<file path="src/hw/rtl/glcdw_pkg.sv">
package glcdw_pkg;

    localparam int PANEL_WIDTH  = 128;
    localparam int PANEL_HEIGHT = 64;
    localparam int CHIP_COLUMNS = 64;

    localparam int NUM_PAGES    = (PANEL_HEIGHT + 7) / 8;
    localparam int COL_W        = 8;
    localparam int ROW_W        = 6;
    localparam int PAGE_W       = 3;
    localparam int SHADOW_DEPTH = NUM_PAGES * PANEL_WIDTH;
    localparam int SHADOW_AW    = $clog2(SHADOW_DEPTH);

    localparam int QUEUE_DEPTH  = 4;
    localparam int QUEUE_AW     = $clog2(QUEUE_DEPTH);

    localparam logic [7:0] CMD_SET_PAGE   = 8'hB8;
    localparam logic [7:0] CMD_SET_COLUMN = 8'h40;

    localparam logic OP_SET_CURSOR = 1'b0;
    localparam logic OP_WRITE_BYTE = 1'b1;

    typedef struct packed {
        logic       operation;
        logic [7:0] target_column;
        logic [7:0] target_row;
        logic [7:0] pixel_byte;
    } glcdw_in_t;

    typedef struct packed {
        logic       target_chip;
        logic       is_data;
        logic [7:0] bus_value;
        logic       last_of_run;
    } glcdw_out_t;

    typedef enum logic {
        JOB_MOVE  = 1'b0,
        JOB_WRITE = 1'b1
    } job_kind_t;

    typedef struct packed {
        job_kind_t        kind;
        logic [COL_W-1:0] col;
        logic [ROW_W-1:0] row;
        logic [7:0]       data;
    } job_t;

endpackage

</file>
<file path="src/hw/rtl/glcdw_queue.sv">
module glcdw_queue (
    input  logic            clk,
    input  logic            rst_n,
    input  logic            push,
    input  glcdw_pkg::job_t push_job,
    output logic            full,
    input  logic            pop,
    output logic            valid,
    output glcdw_pkg::job_t pop_job
);
    import glcdw_pkg::*;

    job_t                entries_reg [QUEUE_DEPTH];
    logic [QUEUE_AW-1:0] wr_ptr_reg;
    logic [QUEUE_AW-1:0] rd_ptr_reg;
    logic [QUEUE_AW:0]   count_reg;

    assign full    = (count_reg == (QUEUE_AW + 1)'(QUEUE_DEPTH));
    assign valid   = (count_reg != '0);
    assign pop_job = entries_reg[rd_ptr_reg];

    always_ff @(posedge clk)
    begin
        if (push)
        begin
            entries_reg[wr_ptr_reg] <= push_job;
        end
    end

    always_ff @(posedge clk or negedge rst_n)
    begin
        if (!rst_n)
        begin
            wr_ptr_reg <= '0;
            rd_ptr_reg <= '0;
            count_reg  <= '0;
        end
        else
        begin
            if (push)
            begin
                wr_ptr_reg <= wr_ptr_reg + 1'b1;
            end
            if (pop)
            begin
                rd_ptr_reg <= rd_ptr_reg + 1'b1;
            end
            case ({push, pop})
                2'b10:   count_reg <= count_reg + 1'b1;
                2'b01:   count_reg <= count_reg - 1'b1;
                default: count_reg <= count_reg;
            endcase
        end
    end

endmodule

</file>
<file path="config.mk">
export PLATFORM = sky130hd
export DESIGN_NAME = glcdw_queue
export DESIGN_NICKNAME = d
export VERILOG_FILES = /design/src/hw/rtl/glcdw_pkg.sv /design/src/hw/rtl/glcdw_queue.sv
export SDC_FILE = /design/constraint.sdc
export NUM_CORES = 1
export LEC_CHECK = 0
export ABC_CLOCK_PERIOD_IN_PS = 3300
export BUFFER_PORTS_ARGS = -buffer_cell sky130_fd_sc_hd__buf_2
export CORE_MARGIN = 4
export CORE_UTILIZATION = 60
export CTS_CLUSTER_DIAMETER = 60
export DETAILED_ROUTE_END_ITERATION = 16
export HOLD_SLACK_MARGIN = 0.08
export PLACE_DENSITY = 0.9
export SYNTH_ARGS = -nofsm -noshare
export SYNTH_HDL_FRONTEND = slang
export SYNTH_SLANG_ARGS = --single-unit
export TNS_END_PERCENT = 20
</file>
<file path="constraint.sdc">
create_clock -name clk -period 3.3 [get_ports clk]
set_clock_uncertainty 0.15 [all_clocks]
set_input_delay 0.66 -clock clk [delete_from_list [all_inputs] [get_ports clk]]
set_output_delay 0.66 -clock clk [all_outputs]
set_load 0.02 [all_outputs]
</file>
==> impl_metrics.tcl <==
set metrics [dict create \
    numCtsBuffers 9 \
    synth_top_area_cell "edfxtp_1" \
    cts.reportedPaths.clkPinSlew_ns 0.09 \
    grt_usage 0.185 \
    gp_congestion 0.683 \
    antenna_found_initial 0 \
    fin_ws_ns 0.542 \
    ios 52 \
    path_delay_family "multiplexers" \
    criticalPathCategory "register to output pin" \
    dp_hpwl_um 4220 \
    hp-class "register to register" \
    peakVddDrop_uv 503 \
    cp.required_ns 2.49 \
    initial_utilization 0.627 \
    post-route-period-util 0.836 \
    rsz0062_at_grt "no" \
    relSlewSlack 0.740 \
    synth_area_leaders "edfxtp_1, mux4_2, dfrtp_1" \
    wl_per_cell_um 21.2 \
    worst_pin_slew_ns 0.389 \
    final_common_cell "edfxtp_1" \
    remaining_drc_errors 0 \
    critical_path.max_fanout 10 \
    post_cts_resized 0 \
    netlist-cell-type-count 19 \
    core_um2 5990 \
    drtPass1Iterations 4 \
    largest_register_ffs 92 \
    die_h_um 87.1 \
    min_period_ns 2.76 \
    ys_seq_area_frac 0.783 \
    overflow 0 \
    port_buffers 51 \
    drv_cap 0 \
    area_growth_pct 16.3 \
    insertedDiodeCount 0 \
    grt_max_degree 24 \
    worstPathArrival_ns 1.95 \
    dr_total_vias 1671 \
    worst_path_largest_cell_delay_ns 0.58 \
    syn_nets 187 \
    crit_buf_inv 2 \
    clkLatencyLatePin_ns 0.34 \
    cts-root-buf "clkbuf_8" \
    fin_nets 251 \
    fmax_ghz 0.363 \
    tns_ns 0 \
    clockBufferDepth 2 \
    cts_sinks 99 \
    mostFrequentLayoutCells "edfxtp_1, buf_2, mux4_2" \
    viasPerCell 5.61 \
    cts_tree "built" \
    syn_avg_cell_area_um2 24.4 \
    status "completed" \
    cp_slowest_cell "mux4_1" \
    finalMaxSlewViolations 0 \
    htreeDepth 3 \
    core.rowCount 28 \
    drive_above_1_share 0.417 \
    yosysWarningCount 0 \
    grt_pass1_vias 1863 \
    leakage_uw 0.00157 \
    netlist_instances 154 \
    ant_nets 0 \
    start_kind "register" \
    final_hold_viol_count 0 \
    grt_pass1_wl_um 9890 \
    cp-end-kind "output pin" \
    ys_ff_latch 99 \
    power_density_nw_per_um2 907 \
    routed_wl_um 6330 \
    initialDrtViolationCount 81 \
    die_area_um2 7590 \
    setup_viol 0 \
    die_w_um 87.1 \
    syn_area_um2 3750 \
    path_cells "buf_4 -> mux4_1 -> buf_2" \
    place_ws_ns 0.905 \
    netlist.area_leader.share 0.736 \
]
[worst register-to-register path: stages, from the launching register on]
cell	delay [ns]
dfrtp_1	0.45
inv_1	0.12
ha_1	0.14
and2_1	0.36
buf_4	0.35
[cell type report]
| type | instances | area [µm²] |
|---|---|---|
| Tap cell | 75 | 93.8 |
| Clock inverter | 7 | 140 |
| Clock buffer | 9 | 124 |
| Sequential cell | 99 | 2940 |
| Inverter | 3 | 11.3 |
| Timing Repair Buffer | 59 | 318 |
| Fill cell | 331 | 1630 |
| Multi-Input combinational cell | 46 | 738 |
[where the power goes]
group / internal, µW / switching, µW
registers: 1650 / 135
clock network: 578 / 387
logic: 525 / 683
total: 2760 / 1200
[per-stage QoR]
stage               utilization  instances  instance area, µm²  power (µW)  hold slack, ns
floorplan                     -        154                3750        2690           0.214
global placement          0.683        281                4090        2980           0.313
detailed placement        0.683        281                4090        3040           0.321
CTS                       0.728        298                4360        4000           0.336
global route              0.728        298                4360        4150           0.346
finish                    0.728        298                4360        3960           0.356
[cell families after synthesis]
family	share of synthesized area
multiplexers	0.146
AO/OA/AOI/OAI	0.00133
buffers and inverters	0.0207
XOR/XNOR	0.0140
adder cells (fa/ha/maj)	0.0220
AND/OR/NAND/NOR	0.0133
flip-flops	0.783
[path summary, 6_finish.rpt]
path | from | to | slack (ns) | cells past startpoint
max in group asynchronous | rst_n | rd_ptr_reg[0] | 2.30 | 2
worst max-delay path | rd_ptr_reg[0] | pop_job[2] | 0.54 | 3
worst max register to register | wr_ptr_reg[0] | entries_reg[2][1] | 1.42 | 4
min in group asynchronous | rst_n | count_reg[2] | 0.52 | 2
worst min register to register | count_reg[2] | count_reg[2] | 0.36 | 1
worst min-delay path | count_reg[2] | count_reg[2] | 0.36 | 1
[cells in the mapped netlist]
master,number
fa_1,1
xnor2_1,3
mux4_2,18
or3_1,1
mux2_2,1
nor3b_1,1
inv_1,3
mux4_1,5
ha_1,5
o21ai_0,1
nor2_1,1
and2_1,4
xor2_1,3
buf_2,3
dfrtp_1,7
nand2_1,2
edfxtp_1,92
buf_6,1
buf_12,2
[metal layers]
metal / global-route usage / part of all wire / wire length [µm]
met5: 0 / 0 / 0
met4: 0.0879 / 0.014 / 91
met3: 0.0492 / 0.056 / 353
met2: 0.299 / 0.54 / 3410
met1: 0.238 / 0.39 / 2480
[what timing repair did]
item                                   4_1_cts  5_1_grt
setup buffers                                0        0
hold buffers                                 1        0
endpoints found under the hold margin        7        0
(Power assumes the default switching activity.)
